===== config.mk =====
export PLATFORM = sky130hd
export DESIGN_NAME = bfq_cell
export DESIGN_NICKNAME = d
export VERILOG_FILES = /design/src/design/bfq_pkg.sv /design/src/design/bfq_cell.sv
export SDC_FILE = /design/constraint.sdc
export NUM_CORES = 1
export LEC_CHECK = 0
export ABC_AREA = 1
export BUFFER_PORTS_ARGS = -buffer_cell sky130_fd_sc_hd__buf_2
export CAP_MARGIN = 15
export CORE_ASPECT_RATIO = 0.5
export CORE_MARGIN = 3
export CORE_UTILIZATION = 36
export DETAILED_ROUTE_END_ITERATION = 12
export GPL_ROUTABILITY_DRIVEN = 0
export PLACE_DENSITY = 0.75
export SETUP_SLACK_MARGIN = 0.3
export SLEW_MARGIN = 25
export SYNTH_ARGS = -nofsm -noshare
export SYNTH_HDL_FRONTEND = slang
export SYNTH_SLANG_ARGS = --single-unit

===== constraint.sdc =====
create_clock -name clk_i -period 1.8 [get_ports clk_i]
set_clock_uncertainty 0.1 [all_clocks]
set_input_delay 0.36 -clock clk_i [delete_from_list [all_inputs] [get_ports clk_i]]
set_output_delay 0.36 -clock clk_i [all_outputs]
set_load 0.005 [all_outputs]

===== src/design/bfq_pkg.sv =====
// shared types and constants for the bounded fifo with queries
package bfq_pkg;

  localparam int unsigned WordW    = 32;
  localparam int unsigned EntriesW = 11;

  localparam logic signed [WordW-1:0] NoneWord = -32'sd1;

  typedef enum logic [1:0] {
    OP_PUSH  = 2'd0,
    OP_POP   = 2'd1,
    OP_QUERY = 2'd2
  } op_e;

  typedef struct packed {
    logic push;
    logic pop;
  } cell_ctl_t;

endpackage


===== src/design/bfq_cell.sv =====
// one storage cell of the shifting queue chain
module bfq_cell (
  input  logic                                    clk_i,
  input  logic                                    rst_ni,
  input  bfq_pkg::cell_ctl_t                      ctl_i,
  input  logic signed [bfq_pkg::WordW-1:0]        value_i,
  input  logic                                    prev_valid_i,
  input  logic                                    next_valid_i,
  input  logic signed [bfq_pkg::WordW-1:0]        next_data_i,
  output logic                                    valid_o,
  output logic signed [bfq_pkg::WordW-1:0]        data_o
);

  logic                               valid_q, valid_d;
  logic signed [bfq_pkg::WordW-1:0]   data_q, data_d;
  logic                               load;

  // first free cell takes the pushed word
  assign load = ctl_i.push && !valid_q && prev_valid_i;

  always_comb begin
    valid_d = valid_q;
    data_d  = data_q;
    if (ctl_i.pop) begin
      valid_d = next_valid_i;
      data_d  = next_data_i;
    end else if (load) begin
      valid_d = 1'b1;
      data_d  = value_i;
    end
  end

  always_ff @(posedge clk_i or negedge rst_ni) begin
    if (!rst_ni) begin
      valid_q <= 1'b0;
    end else begin
      valid_q <= valid_d;
    end
  end

  always_ff @(posedge clk_i) begin
    data_q <= data_d;
  end

  assign valid_o = valid_q;
  assign data_o  = data_q;

endmodule


==> metrics.md, run 1 <==
| Metric | Value |
|---|---|
| Crit path DAT | 0.82 ns |
| Relative slew slack | 0.781 |
| Num CTS Buffers | 5 |
| CTS tree | done |
| Row Count | 15 |
| FF+latch count, synth | 33 |
| Ys Warns | 0 |
| DR iter-0 viols | 53 |
| Placed instance area | 1980 um2 |
| Final setup viols | 0 |
| NumNets Final | 320 |
| DIE WIDTH | 95.1 um |
| Drt wl/cell | 12.3 um |
| Yosys cell types | 9 |
| Post-Syn Area | 1430 um2 |
| Crit-path cells | buf_2 |
| Pleak | 0.00111 uW |
| GR Util All Layers | 0.155 |
| CORE AREA | 3620 um2 |
| Pin count of the biggest net entering global routing | 36 |
| Crit Path Max Fanout | 3 |
| CP top delay family | flip-flops |
| F_max | 781 MHz |
| Final slew viol count | 0 |
| Port-buffer cells | 102 |
| Commonest non-fill, non-tap cell in the layout | buf_2 |
| Vias per std cell | 4.26 |
| Commonest non-fill, non-tap cells in the layout | 102 x buf_2, 99 x nand2_1, 32 x edfxtp_1 |
| Antenna cells | 0 |
| Peak supply drop | 0.299 mV |
| Synth area leader | edfxtp_1 |
| Slew @ Worst Pin | 0.329 ns |
| Worst skew pair latency | 0.27 ns |
| Hold_buf cts | 1 |
| Worst Setup Start Kind | register |
| Mapped Avg Cell Area | 9.91 um2 |
| Die ar. | 4800 um2 |
| Synth Instances | 144 |
| Filler cells | 326 |
| Post-synthesis sequential area ratio | 0.691 |
| Fin crit period | 1.28 ns |
| Tightest Hold Check Type | input pin to register |
| Non-filler cells, final | 302 |
| Status | finished clean |
| Top cells by area, synth | edfxtp_1 67%, nand2_1 26%, buf_4 2.1% |
| Hold Vio Cnt, Final | 0 |
| Final instance area | 2070 um2 |
| Routed Antenna Nets | 0 |
| Area share of the largest cell type after synthesis | 0.673 |
| Initial antenna violation count | 0 |
| DRT Wirelength | 3.72 mm |
| Share of cells above drive strength 1 | 0.450 |
| Syn_nets | 214 |
| Critical-path top delay cell | dfrtp_1 |
| Required time worst endpoint | 1.34 ns |
| WP depth | 1 |
| Residual DRC count | 0 |
| CTS Sinks | 33 |
| Drt first pass iters | 4 |
| Hold Path Depth | 3 |
| Crit Path Class | register to output port |
| PD cells | 820 nW/um2 |
| # resized after CTS | 0 |
| WP buf/inv | 1 |
| Post-CTS setup buffer count | 0 |
| Io pins | 103 |
| Worst setup EP type | output port |
| Dpl hpwl | 2.84 mm |
| Chip height | 50.5 um |
| Clock-pin slew on the worst setup and hold paths | 0.07 ns |
| Global-route wire length before repair | 5.66 mm |
| Placed Cells | 293 |
| Setup TNS | 0 ns |
| R2R Setup Slk | 0.52 ns |
| Vias in the first global route | 1250 |
| Via count | 1287 |
| Worst path max stage delay | 0.40 ns |
| Root Buffer | clkbuf_8 |
| RSZ-0062 raised after global routing | false |
| Starting density of the core | 0.394 |
| Area added between synthesis and finish | 45.2% |
| Final Cycle Share | 0.711 |
| Footprint of the multi-input gates | 389 um2 |
| Register area | 986 um2 |
| Clock buffer depth | 2 |
| Max Cap Viol | 0 |
| R2R cell count | 4 |
| GRT overflow | 0 |
| H-tree Lvls | 2 |
state kept, by name, summed over array words and instances, names as in the netlist:
register / cells
data_o: 32
valid_o: 1
stage by stage:
stage                util  hold slack (ns)  setup WS [ns]  total power (uW)
global route        0.572            0.244          0.447              1790
floorplan               -          -0.0356          0.382              1060
CTS                 0.572            0.232          0.518              1720
finish              0.572            0.242          0.520              1700
detailed placement  0.547           0.0368          0.377              1210
global placement    0.547           0.0352          0.398              1200
path summary, 6_finish.rpt:
check	from	end
max reg2reg	valid_o	data_o[9]
min reg2reg	valid_o	valid_o
max in group asynchronous	rst_ni	valid_o
min in group asynchronous	rst_ni	valid_o
max	valid_o	valid_o
min	value_i[6]	data_o[6]
worst register-to-register path, delay by kind of cell, from the launching register on:
family                 cells  cell delay [ns]
and+or+nand+nor            2             0.15
buffers and inverters      2             0.31
DFF                        1             0.40
layout make-up:
cell class	instances	share of cell area
clock inverters	3	0.00603
well taps	51	0.0308
flip-flops and latches	33	0.476
repair buffers	106	0.262
multi-input cells	102	0.188
inverters	2	0.00483
clock buffers	5	0.0332
layer usage:
metal / global-route usage / wire [um] / vias up
li1: - / - / 669
met1: 0.179 / 1390 / 578
met2: 0.275 / 2100 / 34
met3: 0.0419 / 181 / 6
met4: 0.0574 / 55 / 0
met5: 0 / 0 / -
Yosys cell counts:
master and count:
buf_2 3, buf_4 4, dfrtp_1 1, edfxtp_1 32
inv_1 1, inv_4 1, nand2_1 100, nand3_1 1
or2_1 1
where the power goes:
group / internal [uW] / switching [uW]
clock: 260 / 248
combinational: 125 / 130
sequential: 922 / 16.2
total: 1310 / 394
logic make-up after synthesis:
| group | Yosys count | synth area share |
|---|---|---|
| AND/OR/NAND/NOR | 102 | 0.271 |
| flip-flops | 33 | 0.691 |
| buffers and inverters | 9 | 0.0386 |
Power figures use the tool's default switching activity.
==> run 2, diff against run 1 <==
--- a/config.mk
+++ b/config.mk
@@ -5,15 +5,15 @@
 export SDC_FILE = /design/constraint.sdc
 export NUM_CORES = 1
 export LEC_CHECK = 0
-export ABC_AREA = 1
+export ABC_AREA = 0
 export BUFFER_PORTS_ARGS = -buffer_cell sky130_fd_sc_hd__buf_2
 export CAP_MARGIN = 15
 export CORE_ASPECT_RATIO = 0.5
 export CORE_MARGIN = 3
-export CORE_UTILIZATION = 36
+export CORE_UTILIZATION = 41
 export DETAILED_ROUTE_END_ITERATION = 12
 export GPL_ROUTABILITY_DRIVEN = 0
-export PLACE_DENSITY = 0.75
+export PLACE_DENSITY = 0.79
 export SETUP_SLACK_MARGIN = 0.3
 export SLEW_MARGIN = 25
 export SYNTH_ARGS = -nofsm -noshare
==> constraint.sdc (replaced) <==
create_clock -name clk_i -period 1.32 [get_ports clk_i]
set_clock_uncertainty 0.1 [all_clocks]
set_input_delay 0.264 -clock clk_i [delete_from_list [all_inputs] [get_ports clk_i]]
set_output_delay 0.264 -clock clk_i [all_outputs]
set_load 0.005 [all_outputs]
==> run 2 against run 1 <==
Effect of this change: combinational power grew 68%; setup slack lost 0.42 ns; utilization grew 7.8 points; sequential power grew 35%; cell count shrank 21%; sequential cell count is the same; non-clock buffer count grew 4; cell area grew 10%; register-to-register slack lost 0.42 ns; via count shrank 20%; count of clock-buffer cells in the layout grew 1; area after synthesis grew 7.6%.
==> metrics.md, run 2 <==
| Metric | Value |
|---|---|
| Post-synthesis mux area share | 0.300 |
| Io pins | 103 |
| Num CTS Buffers | 5 |
| NumNets Final | 257 |
| Dpl hpwl | 2.48 mm |
| Syn_nets | 144 |
| Clock buffer depth | 2 |
| GR Util All Layers | 0.141 |
| R2R Setup Slk | 0.1 ns |
| Synth Area in Adders | 0 |
| Crit Path Class | register to register |
| Critical Path End | data_o[24] |
| DR iter-0 viols | 39 |
| Chip height | 49.3 um |
| Drt first pass iters | 4 |
| Hold Vio Cnt, Final | 0 |
| R2R cell count | 3 |
| Crit Path Max Fanout | 15 |
| Most frequent cell after synthesis | edfxtp_1 |
| Peak supply drop | 0.577 mV |
| Worst setup EP type | register |
| Mapped Avg Cell Area | 20.8 um2 |
| Area share of the largest cell type after synthesis | 0.625 |
| Global-route wire length before repair | 4.93 mm |
| Crit path from | valid_o |
| Tightest Hold Check Type | input pin to register |
| Non-filler cells, final | 239 |
| Vias per std cell | 4.33 |
| Synth Instances | 74 |
| H-tree Lvls | 2 |
| Power, Total | 2400 uW |
| Starting density of the core | 0.438 |
| EDFF count, synth | 32 |
| Commonest non-fill, non-tap cells in the layout | 102 x buf_2, 32 x mux2_4, 32 x edfxtp_1 |
| CTS tree | done |
| Area added between synthesis and finish | 48.5% |
| Fin crit period | 1.22 ns |
| PD cells | 1050 nW/um2 |
| Placed Cells | 226 |
| Commonest register cell after synthesis | edfxtp_1 |
| Post-placement setup slack | 0.0244 ns |
| Via count | 1036 |
| Drt wl/cell | 13.1 um |
| Die ar. | 4560 um2 |
| Yosys cell types | 11 |
| Ys Warns | 0 |
| Routed Antenna Nets | 0 |
| Worst Setup Start Kind | register |
| Pleak | 0.00111 uW |
| Hold WS | 0.146 ns |
| Commonest non-fill, non-tap cell in the layout | buf_2 |
| RSZ-0062 raised after global routing | true |
| GRT overflow | 0 |
| Synth top cells by count | 32 x edfxtp_1, 27 x mux2_4, 5 x mux2_2, 2 x buf_12, 2 x buf_6 |
| Simple-Gate Fraction of Synth Area | 0.00896 |
| Post-synthesis sequential area ratio | 0.642 |
| Fraction of synthesized cell area in xor and xnor cells | 0 |
| Post-Syn Area | 1540 um2 |
| Pin count of the biggest net entering global routing | 20 |
| Synth area leader | edfxtp_1 |
| Final worst setup slack | 0.0991 ns |
| Relative slew slack | 0.899 |
| Status | finished clean |
| Required time worst endpoint | 1.21 ns |
| Clock-pin slew on the worst setup and hold paths | 0.06 ns |
| Post-synth ARST share | 0.0303 |
| Core Util, Final | 0.650 |
| R2r startpoint | valid_o |
| RR Endpoint | data_o[24] |
| CTS Sinks | 33 |
| Max Cap Viol | 0 |
| Share of cells above drive strength 1 | 0.793 |
| DIE WIDTH | 92.6 um |
| Crit path DAT | 1.11 ns |
| DRT Wirelength | 3.14 mm |
| Row Count | 15 |
| Final Cycle Share | 0.925 |
| Largest family of logic cells by synthesized area | multiplexers |
| Final setup viols | 0 |
| Residual DRC count | 0 |
| Slew @ Worst Pin | 0.152 ns |
| FF+latch count, synth | 33 |
| Root Buffer | clkbuf_8 |
| CORE AREA | 3510 um2 |
| Largest register FFs | 32 |
| Vias in the first global route | 1063 |
| Top cells by area, synth | edfxtp_1 63%, mux2_4 26%, mux2_2 3.7% |
| Antenna cells | 0 |
| Final slew viol count | 0 |
| F_max | 819 MHz |
| Port-buffer cells | 102 |
| Filler cells | 276 |
| Initial antenna violation count | 0 |
| Complex-gate fraction of the synthesized area | 0.00814 |
| Worst skew pair latency | 0.27 ns |
run 2: routing by layer:
metal  vias up  track usage  part of all wire
met5         -            0                 0
met4         0       0.0517             0.011
met3         4       0.0370             0.034
met2        22        0.279              0.61
met1       499        0.143              0.34
li1        511            -                 -
run 2: logic make-up after synthesis:
| group | Yosys count |
|---|---|
| compound gates | 2 |
| buf+inv | 4 |
| flops | 33 |
| simple gates | 3 |
| mux | 32 |
run 2: final cells by class:
| class | instances | area (um2) | area share |
|---|---|---|---|
| sequential | 33 | 986 | 0.432 |
| timing repair buffer | 110 | 631 | 0.276 |
| multi-input combinational | 37 | 518 | 0.227 |
| clock buffer | 6 | 72.6 | 0.0318 |
| tap | 51 | 63.8 | 0.0280 |
| clock inverter | 2 | 10.0 | 0.00439 |
run 2: repair_timing:
action,CTS,global route
cloned,1,0
setup buffers,3,0
hold endpoints to repair,1,0
pin swaps,0,0
hold buffers,1,0
endpoints found under the setup margin,63,65
resized for setup,1,0
run 2: through the flow:
stage | setup TNS, ns | area (um2)
floorplan | -3.90 | 1580
global placement | 0 | 2140
detailed placement | 0 | 2140
CTS | 0 | 2280
global route | 0 | 2280
finish | 0 | 2280
run 2: worst min path at each step:
stage,from,endpoint,depth (start not counted)
2_1_floorplan,rst_ni,valid_o,0
3_3_place_gp,rst_ni,valid_o,1
3_5_place_dp,rst_ni,valid_o,1
4_1_cts,next_valid_i,valid_o,3
5_1_grt,next_valid_i,valid_o,3
6_report,next_valid_i,valid_o,3
run 2: worst max-delay path: stages, from the launching register on:
cell	delay, ns
dfrtp_1	0.42
o21bai_4	0.13
buf_4	0.15
buf_16	0.14
run 2: power by group:
part / switching [uW] / internal (uW) / total [uW]
sequential: 19.8 / 1250 / 1270
clock: 332 / 365 / 697
combinational: 149 / 280 / 429
total: 501 / 1900 / 2400
==> run 3, diff against run 2 <==
--- a/config.mk
+++ b/config.mk
@@ -13,7 +13,7 @@
 export CORE_UTILIZATION = 41
 export DETAILED_ROUTE_END_ITERATION = 12
 export GPL_ROUTABILITY_DRIVEN = 0
-export PLACE_DENSITY = 0.79
+export PLACE_DENSITY = 0.78
 export SETUP_SLACK_MARGIN = 0.3
 export SLEW_MARGIN = 25
 export SYNTH_ARGS = -nofsm -noshare
==> run 3 against run 2 <==
Effect of this change: sequential cell count unchanged; via count is 0.77% higher; routed wire length is 2.0% higher; setup slack better by 0.0039 ns; register-to-register slack gained 0.03 ns; combinational power fell by 2%; count of clock-buffer cells in the layout did not move.
==> metrics.md, run 3 (synthesized netlist as in run 2, its figures left out) <==
| Metric | Value |
|---|---|
| Fin crit period | 1.22 ns |
| Clock-pin slew on the worst setup and hold paths | 0.07 ns |
| Global-route wire length before repair | 4.59 mm |
| Root Buffer | clkbuf_8 |
| NumNets Final | 255 |
| Initial antenna violation count | 0 |
| Filler cells | 268 |
| CP top delay family | flip-flops |
| Register area | 986 um2 |
| DRT Wirelength | 3.21 mm |
| Die ar. | 4560 um2 |
| # resized after CTS | 0 |
| Crit path from | valid_o |
| Clock buffer depth | 2 |
| Row Count | 15 |
| DIE WIDTH | 92.6 um |
| Footprint of the multi-input gates | 518 um2 |
| Residual DRC count | 0 |
| Required time worst endpoint | 0.96 ns |
| Critical-path top delay cell | dfrtp_1 |
| Chip height | 49.3 um |
| Port-buffer cells | 102 |
| Via count | 1044 |
| Worst skew pair latency | 0.28 ns |
| Relative slew slack | 0.877 |
| GRT overflow | 0 |
| Crit path DAT | 0.85 ns |
| Commonest non-fill, non-tap cells in the layout | 102 x buf_2, 32 x mux2_4, 32 x edfxtp_1 |
| Setup TNS | 0 ns |
| Vias per std cell | 4.42 |
| Worst setup EP type | output port |
| Final instance area | 2260 um2 |
| Crit Path Class | register to output port |
| Num CTS Buffers | 5 |
| F_max | 822 MHz |
| Slew @ Worst Pin | 0.184 ns |
| Final Cycle Share | 0.922 |
| Starting density of the core | 0.438 |
| CORE AREA | 3510 um2 |
| Commonest non-fill, non-tap cell in the layout | buf_2 |
| Status | finished clean |
| DR iter-0 viols | 27 |
| Tightest Hold Check Type | input pin to register |
| CTS Sinks | 33 |
| Drt wl/cell | 13.6 um |
| Core Util, Final | 0.643 |
| Area added between synthesis and finish | 46.9% |
| PD cells | 1050 nW/um2 |
| Routed Antenna Nets | 0 |
| Max Cap Viol | 0 |
| Hold Vio Cnt, Final | 0 |
| Hold path start | next_valid_i |
| Final setup viols | 0 |
| Final slew viol count | 0 |
| H-tree Lvls | 2 |
| Io pins | 103 |
| Hold WS | 0.125 ns |
| Vias in the first global route | 976 |
| Placed instance area | 2150 um2 |
| Share of cells above drive strength 1 | 0.784 |
| CTS tree | done |
| WP buf/inv | 1 |
| GR Util All Layers | 0.136 |
| Crit Path Max Fanout | 3 |
| Pleak | 0.00109 uW |
| Worst path max stage delay | 0.42 ns |
| Peak supply drop | 0.511 mV |
| Pin count of the biggest net entering global routing | 26 |
| Crit-path cells | buf_2 |
| Worst Setup Start Kind | register |
| R2r startpoint | valid_o |
| Antenna cells | 0 |
| RSZ-0062 raised after global routing | true |
| Drt first pass iters | 4 |
| Largest register FFs | 32 |
run 3: power breakdown:
group          total, uW  switching (uW)  leakage (uW)  internal [uW]
registers           1270            21.4      0.000327           1250
logic                419             148      0.000726            271
clock network        682             327     0.0000387            355
run 3: path summary, 6_finish.rpt:
path / cells after the start / slack [ns] / end
max in group asynchronous: 2 / 0.84 / valid_o
min in group asynchronous: 2 / 0.20 / valid_o
min reg2reg: 2 / 0.52 / valid_o
min: 3 / 0.12 / valid_o
max reg2reg: 2 / 0.13 / data_o[28]
max: 1 / 0.10 / valid_o
run 3: through the flow:
| stage | total power, uW | std cells | setup slack, ns |
|---|---|---|---|
| CTS | 2390 | 235 | 0.0969 |
| global route | 2490 | 236 | 0.0743 |
| detailed placement | 1710 | 227 | 0.00621 |
| finish | 2370 | 236 | 0.103 |
| global placement | 1700 | 227 | 0.0258 |
| floorplan | 1510 | 74 | -0.122 |
run 3: area by class of cell:
cell class	count	area share
repair buffers	108	0.272
multi-input cells	37	0.229
well taps	51	0.0283
clock buffers	6	0.0322
clock inverters	1	0.00166
flip-flops and latches	33	0.437
run 3: metal layers:
layer,vias to the layer above,track usage,share of wire
met3,7,0.0431,0.061
li1,507,-,-
met4,0,0.0788,0.018
met2,42,0.242,0.54
met1,488,0.141,0.38
met5,-,0,0
run 3: timing repair:
item                                    in CTS  in global routing
buffers inserted                             0                  0
pin swaps                                    0                  0
endpoints found under the setup margin      65                 73
hold endpoints to repair                     1                  0
gates cloned                                 0                  1
hold buffers                                 1                  0
